### config.mk
export PLATFORM = sky130hd
export DESIGN_NAME = fifo_job_slice_dispatcher
export DESIGN_NICKNAME = d
export VERILOG_FILES = /design/src/hw/rtl/fjsd_pkg.sv /design/src/hw/rtl/fjsd_div.sv /design/src/hw/rtl/fifo_job_slice_dispatcher.sv
export SDC_FILE = /design/constraint.sdc
export NUM_CORES = 2
export LEC_CHECK = 0
export ABC_AREA = 0
export BUFFER_PORTS_ARGS = -buffer_cell sky130_fd_sc_hd__buf_4
export CORE_UTILIZATION = 30
export CTS_CLUSTER_SIZE = 16
export DETAILED_ROUTE_END_ITERATION = 6
export RECOVER_POWER = 25
export SLEW_MARGIN = 15
export SYNTH_ARGS = -nofsm -noshare
export SYNTH_HDL_FRONTEND = slang
export SYNTH_SLANG_ARGS = --single-unit
export TNS_END_PERCENT = 100
### constraint.sdc
create_clock -name clk -period 9.8 [get_ports clk]
set_clock_uncertainty 0.1 [all_clocks]
set_input_delay 0.49 -clock clk [delete_from_list [all_inputs] [get_ports clk]]
set_output_delay 0.49 -clock clk [all_outputs]
set_load 0.02 [all_outputs]
### src/hw/rtl/fjsd_pkg.sv
// ----------------------------------------------------------------------------
// fjsd_pkg
// Shared types and constants of the job slice dispatcher.
// ----------------------------------------------------------------------------
package fjsd_pkg;

  localparam int QUEUE_DEPTH_DEF = 16;
  localparam int MAX_WORKERS_DEF = 64;
  localparam int JOB_IDS_DEF     = 256;

  localparam int NUMEL_W = 32;
  localparam int JID_W   = 8;
  localparam int WID_W   = 6;
  localparam int CFG_W   = 7;
  localparam int ST_W    = 3;
  localparam int FL_W    = 5;

  typedef enum logic [1:0] {
    CMD_ENQ  = 2'd0,
    CMD_REQ  = 2'd1,
    CMD_DONE = 2'd2,
    CMD_STOP = 2'd3
  } cmd_t;

  typedef enum logic [ST_W-1:0] {
    ST_OK      = 3'd0,
    ST_STOPPED = 3'd1,
    ST_EMPTY   = 3'd2,
    ST_FULL    = 3'd3,
    ST_UNKNOWN = 3'd4,
    ST_BADWKR  = 3'd5
  } status_t;

  typedef enum logic [2:0] {
    S_IDLE,
    S_READ,
    S_DIV,
    S_MUL,
    S_DONE_RD,
    S_CLEAR,
    S_OUT
  } state_t;

  typedef struct packed {
    logic                start;
    logic [NUMEL_W-1:0]  dividend;
    logic [CFG_W-1:0]    divisor;
  } div_req_t;

  typedef struct packed {
    logic                busy;
    logic                done;
    logic [NUMEL_W-1:0]  quot;
    logic [CFG_W-1:0]    rem;
  } div_rsp_t;

endpackage

### src/hw/rtl/fjsd_div.sv
// ----------------------------------------------------------------------------
// fjsd_div
// Radix-2 restoring divider, 32-bit dividend by 7-bit divisor, one bit per cycle.
// ----------------------------------------------------------------------------
module fjsd_div
  import fjsd_pkg::*;
(
  input  logic     clk,
  input  logic     rst_n,
  input  div_req_t req,
  output div_rsp_t rsp
);

  logic [NUMEL_W-1:0] q_r, q_nxt;
  logic [CFG_W:0]     rem_r, rem_nxt;
  logic [CFG_W-1:0]   d_r, d_nxt;
  logic [5:0]         cnt_r, cnt_nxt;
  logic               busy_r, busy_nxt, done_r, done_nxt;
  logic [CFG_W:0]     sh;

  always_comb begin
    q_nxt = q_r; rem_nxt = rem_r; d_nxt = d_r; cnt_nxt = cnt_r;
    busy_nxt = busy_r; done_nxt = 1'b0;
    sh = '0;
    if (req.start) begin
      q_nxt = req.dividend; rem_nxt = '0; d_nxt = req.divisor;
      cnt_nxt = 6'd32; busy_nxt = 1'b1;
    end else if (busy_r) begin
      sh = {rem_r[CFG_W-1:0], q_r[NUMEL_W-1]};
      if (sh >= {1'b0, d_r}) begin
        rem_nxt = sh - {1'b0, d_r};
        q_nxt   = {q_r[NUMEL_W-2:0], 1'b1};
      end else begin
        rem_nxt = sh;
        q_nxt   = {q_r[NUMEL_W-2:0], 1'b0};
      end
      cnt_nxt = cnt_r - 6'd1;
      if (cnt_r == 6'd1) begin
        busy_nxt = 1'b0; done_nxt = 1'b1;
      end
    end
  end

  always_ff @(posedge clk) begin
    q_r <= q_nxt; rem_r <= rem_nxt; d_r <= d_nxt;
    if (!rst_n) begin
      cnt_r <= '0; busy_r <= 1'b0; done_r <= 1'b0;
    end else begin
      cnt_r <= cnt_nxt; busy_r <= busy_nxt; done_r <= done_nxt;
    end
  end

  assign rsp.busy = busy_r;
  assign rsp.done = done_r;
  assign rsp.quot = q_r;
  assign rsp.rem  = rem_r[CFG_W-1:0];

endmodule

### src/hw/rtl/fifo_job_slice_dispatcher.sv
// ----------------------------------------------------------------------------
// fifo_job_slice_dispatcher
// Job FIFO with per-worker slice split and completion tracking.
// ----------------------------------------------------------------------------
//  channel | ports                      | handshake
//  in      | in_command .. in_worker_id | in_valid / in_stall
//  out     | out_status .. out_flushed  | out_valid / out_stall
//  cfg     | cfg_data (num_workers)     | cfg_valid / cfg_ready
//
// An enqueue goes through S_READ to S_OUT, a completion through S_READ, S_DONE_RD
// and S_OUT, a slice request through S_READ, S_DIV (the 32-step divider), S_MUL
// and S_OUT. One transaction in flight at a time. After reset and after a stop
// the completion table is swept, one entry per cycle; no input is taken meanwhile.
// A stalled result holds the block until it is taken.
module fifo_job_slice_dispatcher
  import fjsd_pkg::*;
#(
  parameter int QUEUE_DEPTH = QUEUE_DEPTH_DEF,
  parameter int MAX_WORKERS = MAX_WORKERS_DEF,
  parameter int JOB_IDS     = JOB_IDS_DEF
)(
  input  logic               clk,
  input  logic               rst_n,
  input  logic               in_valid,
  output logic               in_stall,
  input  logic [1:0]         in_command,
  input  logic [JID_W-1:0]   in_job_id,
  input  logic [NUMEL_W-1:0] in_job_numel,
  input  logic [WID_W-1:0]   in_worker_id,
  output logic               out_valid,
  input  logic               out_stall,
  output logic [ST_W-1:0]    out_status,
  output logic [JID_W-1:0]   out_slice_job_id,
  output logic [NUMEL_W-1:0] out_slice_numel,
  output logic [NUMEL_W-1:0] out_slice_offset,
  output logic               out_last_slice,
  output logic               out_job_finished,
  output logic [FL_W-1:0]    out_flushed_jobs,
  input  logic               cfg_valid,
  output logic               cfg_ready,
  input  logic [CFG_W-1:0]   cfg_data
);

  localparam int QA = (QUEUE_DEPTH > 1) ? $clog2(QUEUE_DEPTH) : 1;
  localparam int QC = $clog2(QUEUE_DEPTH + 1);
  localparam int JA = $clog2(JOB_IDS);
  localparam int DC = 8;
  localparam int PW = WID_W + NUMEL_W;

  // queue memories
  logic [JID_W-1:0]   qid_mem [QUEUE_DEPTH];
  logic [NUMEL_W-1:0] qsz_mem [QUEUE_DEPTH];
  logic [JID_W-1:0]   qid_rd_r;
  logic [NUMEL_W-1:0] qsz_rd_r;
  // completion table memory: {valid, count}
  logic [DC:0]        dt_mem [JOB_IDS];
  logic [DC:0]        dt_rd_r;
  logic               dt_we;
  logic [JA-1:0]      dt_wa, dt_ra;
  logic [DC:0]        dt_wd;
  logic               q_we;

  state_t state_r, state_nxt;
  logic [QA-1:0] head_r, head_nxt, tail_r, tail_nxt;
  logic [QC-1:0] cnt_r, cnt_nxt;
  logic [CFG_W-1:0] left_r, left_nxt, nw_r;
  logic stop_r, stop_nxt;
  logic [JA:0] clr_r, clr_nxt;
  logic [1:0] cmd_r;
  logic [JID_W-1:0] jid_r;
  logic [NUMEL_W-1:0] numel_r;
  logic [WID_W-1:0] wid_r;
  logic [ST_W-1:0] o_st_r, o_st_nxt;
  logic [JID_W-1:0] o_id_r, o_id_nxt;
  logic [NUMEL_W-1:0] o_num_r, o_num_nxt, o_off_r, o_off_nxt;
  logic o_last_r, o_last_nxt, o_fin_r, o_fin_nxt;
  logic [FL_W-1:0] o_fl_r, o_fl_nxt;
  logic [CFG_W-1:0] w_eff;
  logic wid_ok, jid_ok;
  logic [PW-1:0] prod;
  logic [NUMEL_W-1:0] snum;
  logic [DC:0] dcnt;
  div_req_t dreq;
  div_rsp_t drsp;

  function automatic logic [QA-1:0] nextp(input logic [QA-1:0] p);
    return ({1'b0, p} + 1'b1 >= (QA+1)'(QUEUE_DEPTH)) ? '0 : p + 1'b1;
  endfunction

  always_comb begin
    w_eff = nw_r;
    if (nw_r == '0) w_eff = 7'd1;
    if ({1'b0, nw_r} > 8'(MAX_WORKERS)) w_eff = CFG_W'(MAX_WORKERS);
  end

  assign wid_ok = {1'b0, wid_r} < w_eff;
  assign jid_ok = 32'(jid_r) < 32'(JOB_IDS);
  assign cfg_ready = (state_r == S_IDLE);
  assign in_stall  = (state_r != S_IDLE);
  assign out_valid = (state_r == S_OUT);

  fjsd_div u_div (.clk(clk), .rst_n(rst_n), .req(dreq), .rsp(drsp));

  assign snum = drsp.quot + ((WID_W+1)'(wid_r) < drsp.rem ? 32'd1 : 32'd0);
  assign prod = PW'(wid_r) * PW'(snum);
  assign dcnt = dt_rd_r + 1'b1;

  always_comb begin
    state_nxt = state_r; head_nxt = head_r; tail_nxt = tail_r; cnt_nxt = cnt_r;
    left_nxt = left_r; stop_nxt = stop_r; clr_nxt = clr_r;
    o_st_nxt = o_st_r; o_id_nxt = o_id_r; o_num_nxt = o_num_r; o_off_nxt = o_off_r;
    o_last_nxt = o_last_r; o_fin_nxt = o_fin_r; o_fl_nxt = o_fl_r;
    dreq = '0; dreq.dividend = qsz_rd_r; dreq.divisor = w_eff;
    dt_we = 1'b0; dt_wa = jid_r[JA-1:0]; dt_wd = '0; dt_ra = jid_r[JA-1:0];
    q_we = 1'b0;
    unique case (state_r)
      S_IDLE: if (in_valid) state_nxt = S_READ;
      S_READ: begin
        o_st_nxt = ST_OK; o_id_nxt = '0; o_num_nxt = '0; o_off_nxt = '0;
        o_last_nxt = 1'b0; o_fin_nxt = 1'b0; o_fl_nxt = '0;
        state_nxt = S_OUT;
        if (cmd_r == CMD_STOP) begin
          if (!stop_r) begin
            o_fl_nxt = FL_W'(cnt_r);
            head_nxt = '0; tail_nxt = '0; cnt_nxt = '0; left_nxt = '0;
            stop_nxt = 1'b1; clr_nxt = '0; state_nxt = S_CLEAR;
          end
        end else if (stop_r) begin
          o_st_nxt = ST_STOPPED;
        end else if (cmd_r == CMD_ENQ) begin
          if (!jid_ok) o_st_nxt = ST_UNKNOWN;
          else if (cnt_r >= QC'(QUEUE_DEPTH)) o_st_nxt = ST_FULL;
          else begin
            q_we = 1'b1; tail_nxt = nextp(tail_r); cnt_nxt = cnt_r + 1'b1;
            dt_we = 1'b1; dt_wd = {1'b1, {DC{1'b0}}};
          end
        end else if (cmd_r == CMD_REQ) begin
          if (!wid_ok) o_st_nxt = ST_BADWKR;
          else if (cnt_r == '0) o_st_nxt = ST_EMPTY;
          else begin
            dreq.start = 1'b1; state_nxt = S_DIV;
          end
        end else begin
          if (!wid_ok) o_st_nxt = ST_BADWKR;
          else if (!jid_ok) o_st_nxt = ST_UNKNOWN;
          else state_nxt = S_DONE_RD;
        end
      end
      S_DIV: if (drsp.done) state_nxt = S_MUL;
      S_MUL: begin
        o_id_nxt = qid_rd_r; o_num_nxt = snum;
        o_off_nxt = prod[NUMEL_W-1:0] +
          (((WID_W+1)'(wid_r) < drsp.rem) ? 32'd0 : 32'(drsp.rem));
        if (left_r == '0 ? (w_eff == 7'd1) : (left_r == 7'd1)) begin
          left_nxt = '0; head_nxt = nextp(head_r); cnt_nxt = cnt_r - 1'b1;
          o_last_nxt = 1'b1;
        end else begin
          left_nxt = (left_r == '0 ? w_eff : left_r) - 1'b1;
        end
        state_nxt = S_OUT;
      end
      S_DONE_RD: begin
        if (!dt_rd_r[DC]) o_st_nxt = ST_UNKNOWN;
        else begin
          dt_we = 1'b1;
          if ({1'b0, dcnt[DC-1:0]} >= (DC+1)'(w_eff)) begin
            o_fin_nxt = 1'b1; dt_wd = '0;
          end else dt_wd = {1'b1, dcnt[DC-1:0]};
        end
        state_nxt = S_OUT;
      end
      S_CLEAR: begin
        dt_we = 1'b1; dt_wa = clr_r[JA-1:0]; dt_wd = '0;
        clr_nxt = clr_r + 1'b1;
        if (clr_r == (JA+1)'(JOB_IDS - 1)) state_nxt = stop_r ? S_OUT : S_IDLE;
      end
      S_OUT: if (!out_stall) state_nxt = S_IDLE;
      default: state_nxt = S_IDLE;
    endcase
  end

  always_ff @(posedge clk) begin
    if (q_we) begin
      qid_mem[tail_r] <= jid_r;
      qsz_mem[tail_r] <= numel_r;
    end
    qid_rd_r <= qid_mem[head_r];
    qsz_rd_r <= qsz_mem[head_r];
  end

  always_ff @(posedge clk) begin
    if (dt_we) dt_mem[dt_wa] <= dt_wd;
    dt_rd_r <= dt_mem[dt_ra];
  end

  always_ff @(posedge clk) begin
    o_st_r <= o_st_nxt; o_id_r <= o_id_nxt; o_num_r <= o_num_nxt; o_off_r <= o_off_nxt;
    o_last_r <= o_last_nxt; o_fin_r <= o_fin_nxt; o_fl_r <= o_fl_nxt;
    if (state_r == S_IDLE && in_valid) begin
      cmd_r <= in_command; jid_r <= in_job_id;
      numel_r <= in_job_numel; wid_r <= in_worker_id;
    end
  end

  always_ff @(posedge clk) begin
    if (!rst_n) begin
      state_r <= S_CLEAR; head_r <= '0; tail_r <= '0; cnt_r <= '0; left_r <= '0;
      stop_r <= 1'b0; clr_r <= '0; nw_r <= 7'd1;
    end else begin
      state_r <= state_nxt; head_r <= head_nxt; tail_r <= tail_nxt; cnt_r <= cnt_nxt;
      left_r <= left_nxt; stop_r <= stop_nxt; clr_r <= clr_nxt;
      if (cfg_valid && cfg_ready) nw_r <= cfg_data;
    end
  end

  assign out_status       = o_st_r;
  assign out_slice_job_id = o_id_r;
  assign out_slice_numel  = o_num_r;
  assign out_slice_offset = o_off_r;
  assign out_last_slice   = o_last_r;
  assign out_job_finished = o_fin_r;
  assign out_flushed_jobs = o_fl_r;

endmodule

## Yosys cells after proc, flatten, opt, wreduce, memory -nomap -nowiden

Memories as Yosys holds them, arrays and structs flattened. A register that Yosys moved wholly into a read port is not among the register bits.
Index checks and enable logic that the tools add are counted.

| cells by class | value |
|---|---|
| $add $sub $neg | 13 |
| multipliers | 1 |
| divide/modulo/power cells | 0 |
| $lt $le $gt $ge | 8 |
| eq/ne operators | 25 |
| shift-type cells | 0 |
| muxes and demuxes | 98 |
| bitwise gates (word level) | 4 |
| reduce and logical (&&, ||, !) cells | 27 |

Operators by type and width:

| kind | number |
|---|---|
| one-hot mux 32 bit (2 select lines) | 2 |
| 2-to-1 mux 9 bit | 8 |
| 2-to-1 mux 32 bit | 2 |
| 2-to-1 mux 7 bit | 8 |
| 2-to-1 mux 3 bit | 18 |
| 2-to-1 mux 4 bit | 9 |
| one-hot mux 9 bit (2 select lines) | 2 |
| adder 32 x 1 -> 32 bit | 1 |
| adder 32 x 7 -> 32 bit | 1 |
| multiplier 6 x 32 -> 32 bit | 1 |
| 2-to-1 mux 5 bit | 6 |
| 2-to-1 mux 1 bit | 27 |
| != test 2 bit, second input constant | 10 |
| one-hot mux 3 bit (6 select lines) | 1 |
| greater-or-equal comparator 8 x 7 -> 1 bit | 2 |
| one-hot mux 8 bit (2 select lines) | 1 |
| greater-or-equal comparator 5 bit, second input constant | 3 |
| == test 7 x 1 -> 1 bit, second input constant | 2 |
| zero test 7 bit | 2 |
| < comparator 6 x 7 -> 1 bit | 2 |
| one-hot mux 7 bit (2 select lines) | 1 |
| 2-to-1 mux 6 bit | 2 |
| AND reduction 4 bit | 3 |
| adder 4 x 1 -> 5 bit, second input constant | 2 |
| 37 further kinds | 60 |

| storage, ports and cells | value |
|---|---|
| flip-flop bits (word level) | 224 |
| bits in latches | 0 |
| bits in writable memories | 2944 |
| bits in read-only memories | 0 |
| input port bits | 60 |
| output and inout port bits | 85 |
| logic and storage cells | 205 |
| memories kept | 3 |

Memories:

| name | depth | width | rd ports | clocked after Yosys merged registers in | wr ports | line | text |
|---|---|---|---|---|---|---|---|
| dt_mem | 256 | 9 | 1 | 1 | 1 | fifo_job_slice_dispatcher.sv:56 | `logic [DC:0] dt_mem [JOB_IDS];` |
| qsz_mem | 16 | 32 | 1 | 1 | 1 | fifo_job_slice_dispatcher.sv:52 | `logic [NUMEL_W-1:0] qsz_mem [QUEUE_DEPTH];` |
| qid_mem | 16 | 8 | 1 | 1 | 1 | fifo_job_slice_dispatcher.sv:51 | `logic [JID_W-1:0] qid_mem [QUEUE_DEPTH];` |

## Logic depth before layout (Yosys ltp)

| depth | value |
|---|---|
| depth in word-level cells | 11 |
| mapped depth | 34 |
| depth with buffers taken out | 33 |

## Modules after synthesis

Synthesis repeated with hierarchy kept, for this count alone.

| unflattened totals | value |
|---|---|
| cell total of the unflattened synthesis | 6141 |
| area, all modules | 129780.7 um2 |

Modules (own cells, without submodules):

| module | times used | cells each | area each (um2) | sequential area each (um2) |
|---|---|---|---|---|
| fifo_job_slice_dispatcher | 1 | 5928 | 127079.4 | 94090.2 |
| fjsd_div | 1 | 213 | 2701.3 | 1471.4 |

## Worst setup path before layout

No wires, ideal clock.

| timing path | value |
|---|---|
| path type | reg-to-reg |
| start | register nw_r[2] |
| end | memory dt_mem[0][0] in the netlist's numbering, data pin |
| setup time | 1.393 ns |
| arrival | 9.157 ns |
| required time | 8.307 ns |
| slack | -0.850 ns |
| stages on the path, launching flop included | 14 |
| buffers on the path | 0 |
| period minus slack after synthesis | 10.650 ns |
| cell sequence | dfxtp_1 > nor4_1 > a21oi_1 > nor2_1 > ha_1 > nand2b_1 > a21o_1 > a21o_1 > a21o_1 > a21o_1 > a21o_1 > a2111oi_0 > nand2_1 > nor2_1 |

RTL lines:

| item | line | text |
|---|---|---|
| start, declared | fifo_job_slice_dispatcher.sv:66 | `logic [CFG_W-1:0] left_r, left_nxt, nw_r;` |
| start signal, assigned | fifo_job_slice_dispatcher.sv:212 | `if (cfg_valid && cfg_ready) nw_r <= cfg_data;` |
| end, declared | fifo_job_slice_dispatcher.sv:56 |  |

## Worst setup path in the final report

| timing path | value |
|---|---|
| start | register u_div.rem_r[1] |
| end | register o_off_r[29] (netlist: out_slice_offset[29]), data pin |

| on the way | value |
|---|---|
| cells in the longest elaborated chain, start to end | 6 |
| elaborated cells between the ends (all ways) | 7 |
| classes of those cells | add/sub: 2; mul: 1; order compare: 1; mux: 3 |

RTL lines:

| item | line | text |
|---|---|---|
| start, declared | fjsd_div.sv:15 | `logic [CFG_W:0] rem_r, rem_nxt;` |
| start signal, assigned | fjsd_div.sv:45 | `q_r <= q_nxt; rem_r <= rem_nxt; d_r <= d_nxt;` |
| < comparator 6 x 7 -> 1 bit | fifo_job_slice_dispatcher.sv:104, fifo_job_slice_dispatcher.sv:153 |  |
| 2-to-1 mux 1 bit | fifo_job_slice_dispatcher.sv:104 | `assign snum = drsp.quot + ((WID_W+1)'(wid_r) < drsp.rem ? 32'd1 : 32'd0);` |
| adder 32 x 1 -> 32 bit | fifo_job_slice_dispatcher.sv:104 |  |
| multiplier 6 x 32 -> 32 bit | fifo_job_slice_dispatcher.sv:105 | `assign prod = PW'(wid_r) * PW'(snum);` |
| adder 32 x 7 -> 32 bit (*) | fifo_job_slice_dispatcher.sv:152 | `o_off_nxt = prod[NUMEL_W-1:0] +` |
| one-hot mux 32 bit (2 select lines) (*) | fifo_job_slice_dispatcher.sv:116 | `unique case (state_r)` |
| end signal, assigned | fifo_job_slice_dispatcher.sv:197 | `o_st_r <= o_st_nxt; o_id_r <= o_id_nxt; o_num_r <= o_num_nxt; o_off_r <= o_off_nxt;` |
| end, declared | fifo_job_slice_dispatcher.sv:75 | `logic [NUMEL_W-1:0] o_num_r, o_num_nxt, o_off_r, o_off_nxt;` |

Every way passes the cells marked *; elsewhere a longest branch is shown, timed or not.
A chain may end at the register's enable or synchronous reset.

==> results.json <==
{
  "ant_nets": 0,
  "start_util_pct": 30.2,
  "drt_iter0_drc": 6150,
  "crit_arrival_ps": 8890,
  "startpoint_type": "register",
  "gr-total-overflow": 0,
  "cts.sinks": 3217,
  "failed_checks": "capacitance limit, slew limit",
  "ys_top_cells_by_area": "edfxtp_1 72%, mux4_2 17%, fa_1 1.8%",
  "dpl.cell_count": 11923,
  "yosysTopAreaCell": "edfxtp_1",
  "vdd_drop_max_v": 0.000153,
  "layout_min_cycle_time_ps": 8500,
  "drc_errors": 0,
  "synth_edf_count": 3113,
  "rrSetupSlack_ps": 1300,
  "maxSlewViolCount": 1219,
  "timing.final.crit_share_pct": 86.8,
  "dp_hpwl_mm": 184,
  "coreArea_mm2": 0.428,
  "finalSetupViolations": 0,
  "instances_no_fill": 12565,
  "numCtsBuffers": 324,
  "dieWidth_um": 659,
  "max_stage_delay_ps": 570,
  "clk_pin_slew_ps": 60,
  "cp_slowest_cell": "fa_1",
  "synth_ff_type": "edfxtp_1",
  "power-per-cell-area_mw_per_mm2": 183,
  "vias": 61558,
  "async_flop_share_pct": 0,
  "root_buffer": "clkbuf_16",
  "rsz0062_at_grt": "false",
  "io_buffer_count": 144,
  "die-area_mm2": 0.434,
  "path_class": "register to register",
  "grt_pass1_wl_mm": 452,
  "cp_max_fo": 7,
  "synth_cell_type_count": 67,
  "cap_violations": 28,
  "finalWeightedCongestion": 0.827,
  "grt_antenna_before_repair": 26,
  "total_power_uw": 27200,
  "rows": 240,
  "grt_usage_pct": 14.1,
  "htreeDepth": 5,
  "synth.yosys.seq_area_share_pct": 73.9,
  "slew_headroom_pct": -191,
  "routedWlPerCell_um": 24.9,
  "critPathRequiredTime_ps": 10190,
  "syn_inst": 6043,
  "final_core_util_pct": 34.7,
  "hold_viol_final": 0,
  "ys_ff_latch": 3217,
  "ios": 145,
  "cts_tree": "yes",
  "leakage_uw": 0.0427,
  "syn2layout_area_growth_pct": 14.9,
  "clock_latency_ps": 890,
  "worst_pin_slew_ps": 4360,
  "drive_gt1_share_pct": 23.3,
  "end_kind": "register",
  "grt_max_degree": 209,
  "die_y_um": 659,
  "syn_avg_cell_area_um2": 21.4,
  "via_per_inst": 4.90,
  "maxClockFrequency_mhz": 118,
  "grt_pass1_vias": 62901,
  "cts_resized": 0,
  "finalSetupTns_ps": 0,
  "synthDominantCellAreaShare_pct": 72.3,
  "cts_buffer_depth": 4,
  "final_nets": 6899,
  "holdWs_ps": 80.3,
  "synth_area_mm2": 0.129,
  "outcome": "complete, but fails checks",
  "yosysWarnings": 0,
  "dr.pass1.iters": 6,
  "hp-class": "input pin to register",
  "routed_wl_mm": 313
}
-- synthesized netlist by cell type (all sizes together), types with 9 or more instances --
master / number
dfxtp: 104
nand4: 14
or3: 14
o21ai: 42
a21oi: 68
nor2: 388
nor4: 9
nand3: 34
inv: 88
nor2b: 155
nor3: 28
clkbuf: 202
ha: 106
and2: 46
buf: 106
mux4: 965
a211oi: 15
nand2b: 17
xnor2: 33
and3: 30
mux2: 32
nand2: 143
xor2: 48
edfxtp: 3113
a21o: 17
fa: 114
-- registers in the layout, indices dropped and copies added (netlist names), 32 cells and up --
signal / count
dt_mem: 2304
numel_r: 32
out_slice_numel: 32
out_slice_offset: 32
qid_mem: 128
qsz_mem: 512
qsz_rd_r: 32
u_div.q_r: 32
-- cell usage in the layout, fill, tap and decap left out, drive strengths merged, types with 14 or more instances in the layout --
master       instances
nor3                28
dfxtp              104
clkbuf             564
edfxtp            3113
fa                 114
mux4               965
buf                 87
a211oi              15
o21ai               42
and2                46
nor2               388
xor2                48
clkinv             129
conb               257
nand2              143
ha                 106
nor2b              155
a21o                17
xnor2               33
and3                30
nand3               34
bufinv              23
inv                102
a21oi               68
or3                 14
dlygate4sd3         56
nand4               14
nand2b              17
mux2                32
-- worst paths after layout --
kind / start / depth (start not counted) / to
setup / recovery: u_div.rem_r[1] / 30 / out_slice_offset[29]
hold reg to reg: nw_r[5] / 2 / nw_r[5]
setup reg to reg: u_div.rem_r[1] / 30 / out_slice_offset[29]
hold / removal: cfg_valid / 4 / nw_r[1]
-- final cells by class --
type	instances	area, um2
diodes	4	10.0
repair buffers	302	2040
clock buffers	405	8610
flip-flops and latches	3217	95600
inverters	89	335
multi-input cells	2685	33300
clock inverters	176	1540
well taps	5687	7120
fillers	39671	280000
-- metrics by stage --
stage	instance area [um2]	setup slack [ps]
3_3_place_gp	138000	1430
3_5_place_dp	138000	1470
5_1_grt	149000	715
4_1_cts	149000	1400
2_1_floorplan	130000	1880
6_report	149000	1300
-- per-layer routing --
| layer | vias to the layer above | wire length [um] | GRT usage [%] |
|---|---|---|---|
| met2 | 2144 | 154000 | 23.4 |
| met4 | 8 | 6230 | 2.98 |
| met5 | - | 49 | 0 |
| met3 | 401 | 21000 | 2.34 |
| met1 | 33237 | 132000 | 19.5 |
| li1 | 25768 | - | - |
-- power breakdown --
part | switching, uW | internal (uW)
clock | 5150 | 6850
combinational | 187 | 102
sequential | 10.1 | 14900
-- logic make-up (layout without fill, tap and decap cells) --
logic type / count (synthesis) / count (layout) / synth area share (%)
AOI/OAI and AO/OA: 219 / 219 / 1.09
other: 1 / 261 / 0.00290
xor gates and xnor gates: 83 / 83 / 0.583
adders and majority gates: 220 / 220 / 2.79
muxes: 1005 / 1005 / 17.1
DFF: 3217 / 3217 / 73.9
buffers and inverters: 397 / 972 / 1.18
and+or+nand+nor: 901 / 901 / 3.31
-- worst max-delay path: cells and delay by family, from the launching register on --
| family | cells | cell delay [ps] |
|---|---|---|
| buffers and inverters | 2 | 170 |
| adders and majority gates | 8 | 2970 |
| and+or+nand+nor | 7 | 920 |
| xor gates and xnor gates | 2 | 690 |
| AOI/OAI and AO/OA | 11 | 2900 |
| DFF | 1 | 380 |
-- repair_timing --
action / 4_1_cts / 5_1_grt
hold buffers: 56 / 0
setup endpoints to repair: 0 / 0
hold endpoints to repair: 61 / 0
buffers inserted: 0 / 0
Power figures use the tool's default switching activity.
